**src/hw/rtl/kfc_pkg.sv**
```systemverilog
`default_nettype none

package kfc_pkg;

	// Field widths fixed by the item layout
	localparam int FIELD_BITS = 16;
	localparam int Q_BITS     = 17;

	// Defaults for the top level parameters
	localparam int FRAME_BITS_DEF = 16;
	localparam int TICK_BITS_DEF  = 16;

	// Serial unit lengths: one multiplier bit and one quotient bit per cycle
	localparam int MUL_STEPS  = 16;
	localparam int QUOT_STEPS = 16;

	// Q1.16 one
	localparam logic [Q_BITS-1:0] Q_ONE = 17'h10000;

	// Opcodes
	localparam logic [1:0] OP_ADVANCE = 2'd0;
	localparam logic [1:0] OP_SET     = 2'd1;
	localparam logic [1:0] OP_QUERY   = 2'd2;

	// Register indexes
	localparam logic [1:0] REG_FRAME_PERIOD = 2'd0;
	localparam logic [1:0] REG_LAST_FRAME   = 2'd1;
	localparam logic [1:0] REG_LOOP_ENABLE  = 2'd2;

	// Register reset values
	localparam logic [FIELD_BITS-1:0] FRAME_PERIOD_RST = 16'd33;
	localparam logic [FIELD_BITS-1:0] LAST_FRAME_RST   = 16'd0;
	localparam logic                  LOOP_ENABLE_RST  = 1'b1;

	typedef struct packed {
		logic [1:0]            opcode;
		logic [FIELD_BITS-1:0] delta_ticks;
		logic [FIELD_BITS-1:0] frame_value;
		logic [FIELD_BITS-1:0] span_end;
	} kfc_cmd_t;

	typedef struct packed {
		logic [FIELD_BITS-1:0] frame_now;
		logic                  frame_advanced;
		logic                  at_last_frame;
		logic [Q_BITS-1:0]     progress_value;
	} kfc_res_t;

	// Handshake between the sequencer and a serial unit
	typedef struct packed {
		logic start;
		logic done;
	} kfc_unit_ctl_t;

endpackage

`default_nettype wire

```
**src/hw/rtl/kfc_mul.sv**
```systemverilog
`default_nettype none

// Bit-serial dual multiplier: both products share the period as multiplier,
// scanned MSB first, one bit per cycle.
module kfc_mul import kfc_pkg::*; (
	input  wire logic                    clk,
	input  wire logic                    arst_n,
	input  wire logic                    start,
	input  wire logic [FIELD_BITS-1:0]   period,
	input  wire logic [FIELD_BITS-1:0]   mcand_a,
	input  wire logic [FIELD_BITS:0]     mcand_b,
	output logic                         done,
	output logic [2*FIELD_BITS-1:0]      prod_a,
	output logic [2*FIELD_BITS:0]        prod_b
);

	localparam int CNT_W = $clog2(MUL_STEPS);
	localparam int PA_W  = 2 * FIELD_BITS;
	localparam int PB_W  = 2 * FIELD_BITS + 1;

	logic                  busy_q;
	logic                  done_q;
	logic [CNT_W-1:0]      cnt_q;
	logic [FIELD_BITS-1:0] per_q;
	logic [FIELD_BITS-1:0] a_q;
	logic [FIELD_BITS:0]   b_q;
	logic [PA_W-1:0]       acc_a_q;
	logic [PB_W-1:0]       acc_b_q;

	// Control
	always_ff @(posedge clk or negedge arst_n) begin
		if (!arst_n) begin
			busy_q <= 1'b0;
			done_q <= 1'b0;
			cnt_q  <= '0;
		end else begin
			done_q <= 1'b0;
			if (start) begin
				busy_q <= 1'b1;
				cnt_q  <= '0;
			end else if (busy_q) begin
				cnt_q <= cnt_q + CNT_W'(1);
				if (cnt_q == CNT_W'(MUL_STEPS - 1)) begin
					busy_q <= 1'b0;
					done_q <= 1'b1;
				end
			end
		end
	end

	// Shift-add datapath
	always_ff @(posedge clk) begin
		if (start) begin
			per_q   <= period;
			a_q     <= mcand_a;
			b_q     <= mcand_b;
			acc_a_q <= '0;
			acc_b_q <= '0;
		end else if (busy_q) begin
			per_q   <= {per_q[FIELD_BITS-2:0], 1'b0};
			acc_a_q <= {acc_a_q[PA_W-2:0], 1'b0} +
				(per_q[FIELD_BITS-1] ? PA_W'(a_q) : '0);
			acc_b_q <= {acc_b_q[PB_W-2:0], 1'b0} +
				(per_q[FIELD_BITS-1] ? PB_W'(b_q) : '0);
		end
	end

	assign done   = done_q;
	assign prod_a = acc_a_q;
	assign prod_b = acc_b_q;

endmodule

`default_nettype wire

```
**src/hw/rtl/kfc_div.sv**
```systemverilog
`default_nettype none

// Restoring divider giving a clamped Q1.16 ratio, one quotient bit per cycle.
// A check step first handles a zero divisor and a ratio of one or more.
module kfc_div import kfc_pkg::*; #(
	parameter int WIDTH = 34
) (
	input  wire logic              clk,
	input  wire logic              arst_n,
	input  wire logic              start,
	input  wire logic [WIDTH-1:0]  num,
	input  wire logic [WIDTH-1:0]  den,
	output logic                   done,
	output logic [Q_BITS-1:0]      quot
);

	localparam int CNT_W = $clog2(QUOT_STEPS);

	logic              busy_q;
	logic              chk_q;
	logic              done_q;
	logic [CNT_W-1:0]  cnt_q;
	logic [WIDTH-1:0]  rem_q;
	logic [WIDTH-1:0]  den_q;
	logic [Q_BITS-1:0] quot_q;

	logic [WIDTH-1:0]  rem_sh;
	logic              fits;
	logic              den_zero;
	logic              sat;

	assign rem_sh   = {rem_q[WIDTH-2:0], 1'b0};
	assign fits     = rem_sh >= den_q;
	assign den_zero = den_q == '0;
	assign sat      = den_zero || rem_q >= den_q;

	// Control
	always_ff @(posedge clk or negedge arst_n) begin
		if (!arst_n) begin
			busy_q <= 1'b0;
			chk_q  <= 1'b0;
			done_q <= 1'b0;
			cnt_q  <= '0;
		end else begin
			done_q <= 1'b0;
			if (start) begin
				busy_q <= 1'b1;
				chk_q  <= 1'b1;
				cnt_q  <= '0;
			end else if (busy_q) begin
				if (chk_q) begin
					chk_q <= 1'b0;
					if (sat) begin
						busy_q <= 1'b0;
						done_q <= 1'b1;
					end
				end else begin
					cnt_q <= cnt_q + CNT_W'(1);
					if (cnt_q == CNT_W'(QUOT_STEPS - 1)) begin
						busy_q <= 1'b0;
						done_q <= 1'b1;
					end
				end
			end
		end
	end

	// Remainder and quotient shift registers
	always_ff @(posedge clk) begin
		if (start) begin
			rem_q <= num;
			den_q <= den;
		end else if (busy_q) begin
			if (chk_q) begin
				if (den_zero) begin
					quot_q <= (rem_q != '0) ? Q_ONE : '0;
				end else if (sat) begin
					quot_q <= Q_ONE;
				end else begin
					quot_q <= '0;
				end
			end else begin
				rem_q  <= fits ? rem_sh - den_q : rem_sh;
				quot_q <= {quot_q[Q_BITS-2:0], fits};
			end
		end
	end

	assign done = done_q;
	assign quot = quot_q;

endmodule

`default_nettype wire

```
**src/hw/rtl/keyframe_clock_with_progress.sv**
```systemverilog
`default_nettype none

// Animation frame clock with span progress. Advance items add ticks to the
// elapsed count and step the frame once the count passes frame_period (wrap
// to zero past last_frame with looping on, else saturate); set items jump to
// a frame; query items return progress through a start..end span in Q1.16.
// Advance, set and the unused opcode go from idle straight to the finish
// state, which writes the result register once the result slot is free;
// the sequencer then returns to idle to take the next item. A query first
// runs the bit-serial multiplier that forms offset*period and span*period,
// then the restoring divider, whose range check can settle the ratio and
// skip the quotient steps, then the finish state. One item is worked on at
// a time; a new item is taken while the last result waits.
// Configuration writes are always ready and must only happen while idle.
module keyframe_clock_with_progress import kfc_pkg::*; #(
	parameter int FRAME_BITS = FRAME_BITS_DEF,
	parameter int TICK_BITS  = TICK_BITS_DEF
) (
	input  wire logic                  clk,
	input  wire logic                  arst_n,
	// command channel
	input  wire logic                  cmd_valid,
	output logic                       cmd_stall,
	input  wire kfc_cmd_t              cmd,
	// result channel
	output logic                       res_valid,
	input  wire logic                  res_stall,
	output kfc_res_t                   res,
	// configuration
	input  wire logic                  cfg_valid,
	output logic                       cfg_ready,
	input  wire logic [1:0]            cfg_index,
	input  wire logic [FIELD_BITS-1:0] cfg_data
);

	localparam int EW = TICK_BITS + 2;
	localparam int CW = (EW > FIELD_BITS) ? EW : FIELD_BITS;
	localparam int LW = (FRAME_BITS + 1 > FIELD_BITS) ? FRAME_BITS + 1 : FIELD_BITS;
	localparam int FW = (FRAME_BITS > FIELD_BITS) ? FRAME_BITS : FIELD_BITS;
	localparam int DW = (TICK_BITS < FIELD_BITS) ? TICK_BITS : FIELD_BITS;
	localparam int NB = (FRAME_BITS < FIELD_BITS) ? FRAME_BITS : FIELD_BITS;
	localparam int NW = ((EW > 2 * FIELD_BITS) ? EW : 2 * FIELD_BITS) + 1;
	localparam int WW = (NW > 2 * FIELD_BITS + 2) ? NW : 2 * FIELD_BITS + 2;

	localparam logic [1:0] ST_IDLE = 2'd0;
	localparam logic [1:0] ST_MUL  = 2'd1;
	localparam logic [1:0] ST_DIV  = 2'd2;
	localparam logic [1:0] ST_FIN  = 2'd3;

	logic [1:0]            state_q;
	logic [FIELD_BITS-1:0] period_q;
	logic [FIELD_BITS-1:0] last_q;
	logic                  loop_q;
	logic [FRAME_BITS-1:0] fc_q;
	logic [EW-1:0]         el_q;
	kfc_cmd_t              item_q;
	logic                  res_valid_q;
	kfc_res_t              res_q;

	logic                  accept;
	logic                  res_free;
	kfc_unit_ctl_t         mul_ctl;
	kfc_unit_ctl_t         div_ctl;
	logic [FW-1:0]         off_w;
	logic [FIELD_BITS:0]   span;
	logic [2*FIELD_BITS-1:0] prod_a;
	logic [2*FIELD_BITS:0] prod_b;
	logic [WW-1:0]         num_w;
	logic [WW-1:0]         den_w;
	logic [Q_BITS-1:0]     quot;

	logic [EW:0]           sum;
	logic [EW-1:0]         el_sat;
	logic [FRAME_BITS:0]   nxt;
	logic                  before_span;
	logic                  after_span;
	logic [FRAME_BITS-1:0] fc_d;
	logic [EW-1:0]         el_d;
	logic                  adv;
	logic [Q_BITS-1:0]     prog;

	assign accept    = cmd_valid && !cmd_stall;
	assign cmd_stall = state_q != ST_IDLE;
	assign res_free  = !res_valid_q || !res_stall;
	assign cfg_ready = 1'b1;

	// Configuration registers
	always_ff @(posedge clk or negedge arst_n) begin
		if (!arst_n) begin
			period_q <= FRAME_PERIOD_RST;
			last_q   <= LAST_FRAME_RST;
			loop_q   <= LOOP_ENABLE_RST;
		end else if (cfg_valid && cfg_ready) begin
			unique case (cfg_index)
				REG_FRAME_PERIOD: period_q <= cfg_data;
				REG_LAST_FRAME:   last_q   <= cfg_data;
				REG_LOOP_ENABLE:  loop_q   <= cfg_data[0];
				default: ;
			endcase
		end
	end

	// Query operands, taken from the incoming item and the current frame
	assign off_w = FW'(fc_q) - FW'(cmd.frame_value);
	assign span  = (FIELD_BITS + 1)'(cmd.span_end) - (FIELD_BITS + 1)'(cmd.frame_value)
		+ (FIELD_BITS + 1)'(1);

	assign mul_ctl.start = accept && cmd.opcode == OP_QUERY;

	kfc_mul u_mul (
		.clk     (clk),
		.arst_n  (arst_n),
		.start   (mul_ctl.start),
		.period  (period_q),
		.mcand_a (off_w[FIELD_BITS-1:0]),
		.mcand_b (span),
		.done    (mul_ctl.done),
		.prod_a  (prod_a),
		.prod_b  (prod_b)
	);

	assign num_w         = WW'(prod_a) + WW'(el_q);
	assign den_w         = WW'(prod_b);
	assign div_ctl.start = mul_ctl.done;

	kfc_div #(
		.WIDTH (WW)
	) u_div (
		.clk    (clk),
		.arst_n (arst_n),
		.start  (div_ctl.start),
		.num    (num_w),
		.den    (den_w),
		.done   (div_ctl.done),
		.quot   (quot)
	);

	// Next state of the clock and the result of the held item
	assign sum         = {1'b0, el_q} + (EW + 1)'(item_q.delta_ticks[DW-1:0]);
	assign el_sat      = sum[EW] ? '1 : sum[EW-1:0];
	assign nxt         = {1'b0, fc_q} + (FRAME_BITS + 1)'(1);
	assign before_span = FW'(fc_q) < FW'(item_q.frame_value);
	assign after_span  = FW'(item_q.span_end) < FW'(fc_q);

	always_comb begin
		fc_d = fc_q;
		el_d = el_q;
		adv  = 1'b0;
		prog = '0;
		case (item_q.opcode)
			OP_ADVANCE: begin
				el_d = el_sat;
				if (CW'(period_q) < CW'(el_sat)) begin
					el_d = '0;
					adv  = 1'b1;
					if (loop_q && LW'(nxt) > LW'(last_q)) begin
						fc_d = '0;
					end else if (nxt[FRAME_BITS]) begin
						fc_d = '1;
					end else begin
						fc_d = nxt[FRAME_BITS-1:0];
					end
				end
			end
			OP_SET: begin
				fc_d = FRAME_BITS'(item_q.frame_value[NB-1:0]);
				el_d = '0;
			end
			OP_QUERY: begin
				if (before_span) begin
					prog = '0;
				end else if (after_span) begin
					prog = Q_ONE;
				end else begin
					prog = quot;
				end
			end
			default: ;
		endcase
	end

	// Sequencer
	always_ff @(posedge clk or negedge arst_n) begin
		if (!arst_n) begin
			state_q <= ST_IDLE;
		end else begin
			unique case (state_q)
				ST_IDLE: if (accept) begin
					state_q <= (cmd.opcode == OP_QUERY) ? ST_MUL : ST_FIN;
				end
				ST_MUL: if (mul_ctl.done) begin
					state_q <= ST_DIV;
				end
				ST_DIV: if (div_ctl.done) begin
					state_q <= ST_FIN;
				end
				ST_FIN: if (res_free) begin
					state_q <= ST_IDLE;
				end
				default: state_q <= ST_IDLE;
			endcase
		end
	end

	// Held item
	always_ff @(posedge clk) begin
		if (accept) begin
			item_q <= cmd;
		end
	end

	// Clock state, updated when the result is written
	always_ff @(posedge clk or negedge arst_n) begin
		if (!arst_n) begin
			fc_q <= '0;
			el_q <= '0;
		end else if (state_q == ST_FIN && res_free) begin
			fc_q <= fc_d;
			el_q <= el_d;
		end
	end

	// Result register
	always_ff @(posedge clk or negedge arst_n) begin
		if (!arst_n) begin
			res_valid_q <= 1'b0;
		end else if (state_q == ST_FIN && res_free) begin
			res_valid_q <= 1'b1;
		end else if (!res_stall) begin
			res_valid_q <= 1'b0;
		end
	end

	always_ff @(posedge clk) begin
		if (state_q == ST_FIN && res_free) begin
			res_q.frame_now      <= FIELD_BITS'(fc_d[NB-1:0]);
			res_q.frame_advanced <= adv;
			res_q.at_last_frame  <= LW'(fc_d) == LW'(last_q);
			res_q.progress_value <= prog;
		end
	end

	assign res_valid = res_valid_q;
	assign res       = res_q;

`ifndef SYNTHESIS
	a_mul_done_in_mul: assert property (@(posedge clk) disable iff (!arst_n)
		mul_ctl.done |-> state_q == ST_MUL)
		else $error("multiplier finished outside the multiply phase");

	a_div_done_in_div: assert property (@(posedge clk) disable iff (!arst_n)
		div_ctl.done |-> state_q == ST_DIV)
		else $error("divider finished outside the divide phase");

	a_prog_range: assert property (@(posedge clk) disable iff (!arst_n)
		res_valid |-> res.progress_value <= Q_ONE)
		else $error("progress above one");

	a_adv_no_prog: assert property (@(posedge clk) disable iff (!arst_n)
		res_valid && res.frame_advanced |-> res.progress_value == '0)
		else $error("advance result carries progress");
`endif

endmodule

`default_nettype wire

```
**config.mk**
```make
export PLATFORM = sky130hd
export DESIGN_NAME = keyframe_clock_with_progress
export DESIGN_NICKNAME = d
export VERILOG_FILES = /design/src/hw/rtl/kfc_pkg.sv /design/src/hw/rtl/kfc_mul.sv /design/src/hw/rtl/kfc_div.sv /design/src/hw/rtl/keyframe_clock_with_progress.sv
export SDC_FILE = /design/constraint.sdc
export NUM_CORES = 1
export LEC_CHECK = 0
export BUFFER_PORTS_ARGS = -buffer_cell sky130_fd_sc_hd__buf_2
export CAP_MARGIN = 20
export CORE_ASPECT_RATIO = 1.75
export CORE_MARGIN = 1
export CORE_UTILIZATION = 55
export CTS_CLUSTER_SIZE = 16
export DETAILED_ROUTE_END_ITERATION = 6
export GPL_ROUTABILITY_DRIVEN = 0
export PLACE_DENSITY_LB_ADDON = 0.1
export SETUP_SLACK_MARGIN = 0.05
export SLEW_MARGIN = 5
export SYNTH_ARGS = -nofsm -noshare
export SYNTH_HDL_FRONTEND = slang
export SYNTH_SLANG_ARGS = --single-unit
```
**constraint.sdc**
```tcl
create_clock -name clk -period 13.87 [get_ports clk]
set_clock_uncertainty 0.05 [all_clocks]
set_input_delay 0.6935 -clock clk [delete_from_list [all_inputs] [get_ports clk]]
set_output_delay 0.6935 -clock clk [all_outputs]
set_load 0.05 [all_outputs]
```
==> results of run 1 <==
synthesized netlist by cell type, types with 50 or more instances:
master    number  area [um2]
a21o_1        57         428
a21oi_1      185         926
and2_1        67         419
clkbuf_1      52         195
dfrtp_1       80        2000
dfxtp_1       65        1300
edfxtp_1     218        6550
ha_1         246        3080
inv_1        164         616
mux2_2        50         563
nand2_1      192         721
nor2_1       198         743
nor3_1        51         255
o21ai_0      143         716
xnor2_1      117        1020
xor2_1        51         447
flip-flops by register name, summed over array words and instances, names as in the netlist, 2 cells and up:
signal	count
el_q	18
fc_q	16
item_q	50
last_q	16
period_q	16
res	35
state_q	2
u_div.cnt_q	4
u_div.den_q	33
u_div.quot	17
u_div.rem_q	34
u_mul.a_q	16
u_mul.b_q	17
u_mul.cnt_q	4
u_mul.per_q	16
u_mul.prod_a	32
u_mul.prod_b	33
final cells by class:
class / count / area (um2)
antenna: 2 / 5.00
inverter: 168 / 631
clock inverter: 17 / 124
sequential: 366 / 9940
multi-input combinational: 1901 / 13500
timing repair buffer: 128 / 691
clock buffer: 48 / 987
fill: 3795 / 16900
tap: 566 / 708
logic make-up after synthesis:
logic type / after synthesis
AOI/OAI and AO/OA: 597
xor gates and xnor gates: 168
adders and majority gates: 253
buffers and inverters: 243
DFF: 366
muxes: 106
other: 1
and+or+nand+nor: 776
worst paths after layout:
kind | from | to | cells past startpoint
worst max register to register | el_q[0] | res[17] | 23
min in group clk | cmd[39] | item_q[39] | 1
worst min-delay path | arst_n | last_q[3] | 1
max in group asynchronous | arst_n | el_q[12] | 2
worst min register to register | u_mul.prod_b[32] | u_div.den_q[32] | 0
worst max-delay path | el_q[0] | res[17] | 23
per-layer routing:
layer | share of wire [%] | global-route usage (%) | vias up | wire length [um]
met5 | 0 | 0 | - | 0
met4 | 9.7 | 27.8 | 0 | 7170
met3 | 5.8 | 5.63 | 366 | 4270
met2 | 51 | 58.9 | 793 | 37600
met1 | 33 | 32.6 | 9587 | 24700
li1 | - | - | 9258 | -
where the power goes:
group | internal (W) | switching (W) | leakage [nW]
logic | 0.00139 | 0.00207 | 7.31
clock network | 0.000524 | 0.000441 | 0.541
registers | 0.00164 | 0.000453 | 3.59
metrics by stage:
step	instance area, um2	total power, W	instances
3_5_place_dp	25400	0.00546	3129
5_1_grt	26500	0.00693	3196
4_1_cts	26500	0.00645	3194
2_1_floorplan	24300	0.00452	2510
3_3_place_gp	25400	0.00535	3129
6_report	26500	0.00651	3196
==> summary.txt, run 1 <==
Clock tree
  • Root Driver: clkbuf_16
  • CTS tree: yes
  • Clock Path Buffers: 3
  • Worst-skew pair later-pin latency: 550 ps
  • Clock sinks: 366
  • Hold-fix buffers at CTS: 0
  • Resize count post-CTS: 0
  • CTS Buf Count: 37
  • Post-CTS setup buffer count: 0
  • Clock slew at reported path FFs: 70 ps
  • H-tree depth: 2

STA
  • F_max: 152 MHz
  • Slew headroom: 12.3%
  • RSZ-0062 raised after global routing: false
  • Fin crit period: 6560 ps
  • Hold Vio Cnt, Final: 0
  • Final hold slack: 20.4 ps
  • Final Worst Setup Slack: 7310 ps
  • Worst-margin pin slew: 1320 ps
  • Endpoints failing setup: 0
  • Slew Limit Fails: 0
  • Setup_tns: 0 ps
  • Crit share post-route: 47.3%

Synthesis
  • Largest family of logic cells by synthesized area: simple AND/OR/NAND/NOR gates
  • Synth Warn #: 0
  • Dominant synthesized flop cell: edfxtp_1
  • Cells after Synth: 2510
  • Avg Cell Area, Syn: 9.69 um2
  • Xor and xnor fraction of the mapped netlist area: 6.05%
  • Yosys cell types: 92
  • Syn Nets: 2836
  • Post-Syn Area: 24300 um2
  • Synth Area in Simple Gates: 15.9%
  • Flops & latches, synth: 366
  • Sequential area share after synthesis: 40.8%
  • Async S/R FF share, synth: 22.7%
  • Compound-Gate Fraction of Synth Area: 15.3%
  • Number of flops mapped to enable cells by yosys: 218
  • Mux cell area share after synthesis: 4.75%
  • Post-Synth Adder-Cell Area: 13.2%

Finish
  • Most common cell after layout, fill and taps aside: ha_1
  • Most frequent cells in the layout: 246 x ha_1, 218 x edfxtp_1, 198 x nor2_1, 192 x nand2_1, 184 x a21oi_1
  • Share of post-route cells with drive strength above 1: 10.9%
  • # nets final: 2928
  • Final core occ: 61.1%
  • Area growth syn-to-layout: 9.08%

Critical path
  • Critical path peak fanout: 21
  • Req. time, crit path: 14230 ps
  • Bufs and invs on worst path: 0
  • CP Cell Sequence: ha_1, fa_1, a21oi_1, nor3b_2, nor3_2, nor2_1, a31oi_1, o21bai_1, a21oi_1, o21ai_0, xnor2_1, nor2_1, ha_1, o21a_1, o21ai_0, nand4_1, nor4bb_1, o21ai_2, nand2_2, o21ai_0, o2111ai_1, a2111oi_0, and4_1
  • Most frequent cell on the critical path: o21ai_0
  • Critical Path AT: 6920 ps
  • Kind of end point of the critical path: flip-flop
  • CP delay by family, top: compound AO/OA/AOI/OAI gates
  • CP startpoint kind: flip-flop
  • Critical path type: flip-flop to flip-flop
  • R2R setup slack: 7310 ps
  • Worst path slowest cell: o21ai_2
  • CP peak stage delay: 810 ps

Place
  • Port-buffer cells: 109
  • Detailed placement HPWL: 55700 um
  • Worst slack, placed: 7640 ps

Floorplan
  • Starting Density: 56.0%
  • I/O pins: 111
  • CORE AREA: 43500 um2
  • Total die area: 45100 um2
  • Die Width: 161 um
  • Die H: 280 um
  • Row count: 101

Route
  • Antenna-violating nets left: 0
  • Vias per cell: 6.26
  • DRC Markers: 0
  • DRT Pass-1 Iters: 6
  • Via count: 20000
  • Final WL: 73700 um
  • DR WL/cell: 23.1 um
  • Iteration-0 DRC Markers: 1459

Flow run
  • Max cap viols: 0

Pwr
  • P per Cell Area: 245 nW/um2
  • LEAKAGE: 11.4 nW
  • Worst IR drop on VDD: 0.182 mV

Hold path
  • Hold Path Class: primary input to asynchronous set/reset pin

GRT
  • Largest net degree at the start of global routing: 73
  • First-pass GRT wire length: 112000 um
  • Antenna violations before repair: 3
  • Tot GR Track Use: 32.8%
  • Vias in the first global route: 20300
  • GR Overflow Total: 0

Status
  • Status: completed
(Power assumes the default switching activity.)
==> run 2: changes to the inputs <==
==> constraint.sdc (replaced) <==
create_clock -name clk -period 6.9 [get_ports clk]
set_clock_uncertainty 0.05 [all_clocks]
set_input_delay 0.345 -clock clk [delete_from_list [all_inputs] [get_ports clk]]
set_output_delay 0.345 -clock clk [all_outputs]
set_load 0.05 [all_outputs]
==> summary.txt, run 2 (synthesized netlist as in run 1, its figures left out) <==
Route
  • Iteration-0 DRC Markers: 1513
  • Antenna-violating nets left: 0
  • Vias per cell: 6.15
  • DR WL/cell: 22.4 um
  • DRT Pass-1 Iters: 5
  • Via count: 20100
  • DRC Markers: 0
  • Final WL: 73300 um

Clock tree
  • Clock sinks: 366
  • Clock Path Buffers: 3
  • Root Driver: clkbuf_16
  • Post-CTS setup buffer count: 0
  • Hold-fix buffers at CTS: 60
  • Worst-skew pair later-pin latency: 550 ps
  • Clock slew at reported path FFs: 70 ps
  • CTS Buf Count: 37
  • H-tree depth: 2
  • Resize count post-CTS: 0
  • CTS tree: yes

STA
  • Crit share post-route: 86.2%
  • Fin crit period: 5950 ps
  • Hold Vio Cnt, Final: 0
  • F_max: 168 MHz
  • Slew Limit Fails: 0
  • RSZ-0062 raised after global routing: false
  • Setup_tns: 0 ps
  • Endpoints failing setup: 0
  • Worst-margin pin slew: 971 ps
  • Slew headroom: 35.2%

Finish
  • Most common cell after layout, fill and taps aside: ha_1
  • Top reg by flops: item_q
  • Fillers: 3665
  • Area growth syn-to-layout: 12.5%
  • Most frequent cells in the layout: 246 x ha_1, 218 x edfxtp_1, 198 x nor2_1, 192 x nand2_1, 184 x a21oi_1
  • Multi-input gate area: 13500 um2
  • Share of post-route cells with drive strength above 1: 11.2%
  • # nets final: 2993
  • Registers with the most flip-flops: item_q: 50 flops, res: 35 flops, u_div.rem_q: 34 flops
  • Fin area: 27400 um2
  • Register area: 9940 um2
  • Max reg flops: 50

Hold path
  • WHS Endpoint: last_q[8]
  • Hold Path Class: primary input to flip-flop
  • WHS Path Cells: 2
  • Min-delay src: cfg_data[8]

Critical path
  • CP startpoint kind: flip-flop
  • Req. time, crit path: 7270 ps
  • Worst path slowest cell: o21ai_2
  • CP Cell Sequence: ha_1, fa_1, a21oi_1, nor3b_2, nor3_2, nor2_1, a31oi_1, o21bai_1, a21oi_1, o21ai_0, xnor2_1, nor2_1, ha_1, o21a_1, o21ai_0, nand4_1, nor4bb_1, o21ai_2, nand2_2, o21ai_0, o2111ai_1, a2111oi_0, and4_1
  • Most frequent cell on the critical path: o21ai_0
  • Crit Reg-Reg Endpoint: res[17]
  • CP peak stage delay: 470 ps
  • R2r worst-path depth: 23
  • R2R setup slack: 950 ps
  • Reg-to-reg startpoint: el_q[0]
  • Kind of end point of the critical path: flip-flop
  • Critical path type: flip-flop to flip-flop
  • Bufs and invs on worst path: 0
  • Critical Path AT: 6310 ps
  • CP delay by family, top: compound AO/OA/AOI/OAI gates
  • Critical path peak fanout: 11

Floorplan
  • CORE AREA: 43500 um2
  • Die Width: 161 um
  • I/O pins: 111
  • Row count: 101
  • Total die area: 45100 um2
  • Die H: 280 um
  • Starting Density: 56.0%

GRT
  • First-pass GRT wire length: 113000 um
  • Largest net degree at the start of global routing: 66
  • GR Overflow Total: 0
  • Antenna violations before repair: 4
  • Vias in the first global route: 20400
  • Tot GR Track Use: 32.9%

Status
  • Status: completed

Pwr
  • NetSw: 0.00592 W
  • Internal: 0.00739 W
  • LEAKAGE: 11.8 nW
  • Sequential fraction of design power: 31.5%
  • Sw frac: 44.5%
  • P per Cell Area: 486 nW/um2
  • Worst IR drop on VDD: 0.336 mV
  • Gate power share: 52.4%
  • Clk pwr share: 16.1%

Place
  • Port-buffer cells: 109
  • Detailed placement HPWL: 55300 um
  • Placed instance area: 25500 um2

Flow run
  • Max cap viols: 0
==> run 2: cell count changes in the layout (fill, tap and decap cells not counted) <==
cell / previous run / this run
dlygate4sd3_1: 0 / 60
buf_4: 20 / 25
clkbuf_16: 37 / 42
clkbuf_1: 9 / 5
bufinv_16: 1 / 3
clkbuf_8: 2 / 4
clkinv_1: 3 / 1
clkinv_2: 6 / 7
clkinv_4: 1 / 0
clkinvlp_4: 3 / 2
diode_2: 2 / 3
inv_4: 2 / 3
==> run 2: worst register-to-register path: stages, from the launching register on <==
cell and delay [ps]:
dfrtp_1 410, ha_1 260, fa_1 430, a21oi_1 250, nor3b_2 100, nor3_2 220, nor2_1 100, a31oi_1 250
o21bai_1 90, a21oi_1 230, o21ai_0 140, xnor2_1 150, nor2_1 150, ha_1 270, o21a_1 170, o21ai_0 380
nand4_1 120, nor4bb_1 200, o21ai_2 470, nand2_2 260, o21ai_0 290, o2111ai_1 140, a2111oi_0 450, and4_1 240
==> run 2: final cells by class <==
cell class / count / area share, %
clock buffers: 51 / 4.11
multi-input cells: 1901 / 49.2
inverters: 168 / 2.30
flip-flops and latches: 366 / 36.3
diodes: 3 / 0.0274
clock inverters: 17 / 0.626
well taps: 566 / 2.59
repair buffers: 193 / 4.86
==> run 2: worst max-delay path by stage <==
| stage | startpoint | slack, ps | end | cells past startpoint |
|---|---|---|---|---|
| finish | el_q[0] | 950 | res[17] | 23 |
| floorplan | el_q[0] | 2010 | res[17] | 24 |
| global route | el_q[0] | 580 | res[17] | 23 |
| CTS | el_q[0] | 1040 | res[17] | 23 |
| detailed placement | el_q[0] | 1100 | res[17] | 23 |
| global placement | el_q[0] | 1190 | res[17] | 23 |
==> run 2: power groups by stage <==
stage | Clock (W) | Sequential [W] | Combinational, W
global placement | 0 | 0.00417 | 0.00659
finish | 0.00214 | 0.00419 | 0.00696
global route | 0.00225 | 0.00425 | 0.00765
detailed placement | 0 | 0.00419 | 0.00676
CTS | 0.00217 | 0.00415 | 0.00684
floorplan | 0 | 0.00398 | 0.00509
==> run 2: stage by stage <==
step | hold slack [ps] | setup WS [ps] | utilization (%) | cells | total power (W)
floorplan | -0.591 | 2010 | - | 2510 | 0.00908
global placement | 174 | 1190 | 58.6 | 3134 | 0.0108
detailed placement | 177 | 1100 | 58.6 | 3134 | 0.0110
CTS | 0.790 | 1040 | 62.9 | 3262 | 0.0132
global route | 13.8 | 575 | 63.0 | 3265 | 0.0142
finish | 11.1 | 950 | 63.0 | 3265 | 0.0133
==> run 2: metal layers <==
layer,global-route usage (%),routed length (um),part of all wire [%],vias up
met1,32.6,24500,33,9497
met4,29.0,7640,10,2
met2,57.8,36600,50,801
met3,6.80,4520,6.2,402
li1,-,-,-,9394
met5,0.887,45,0.061,-
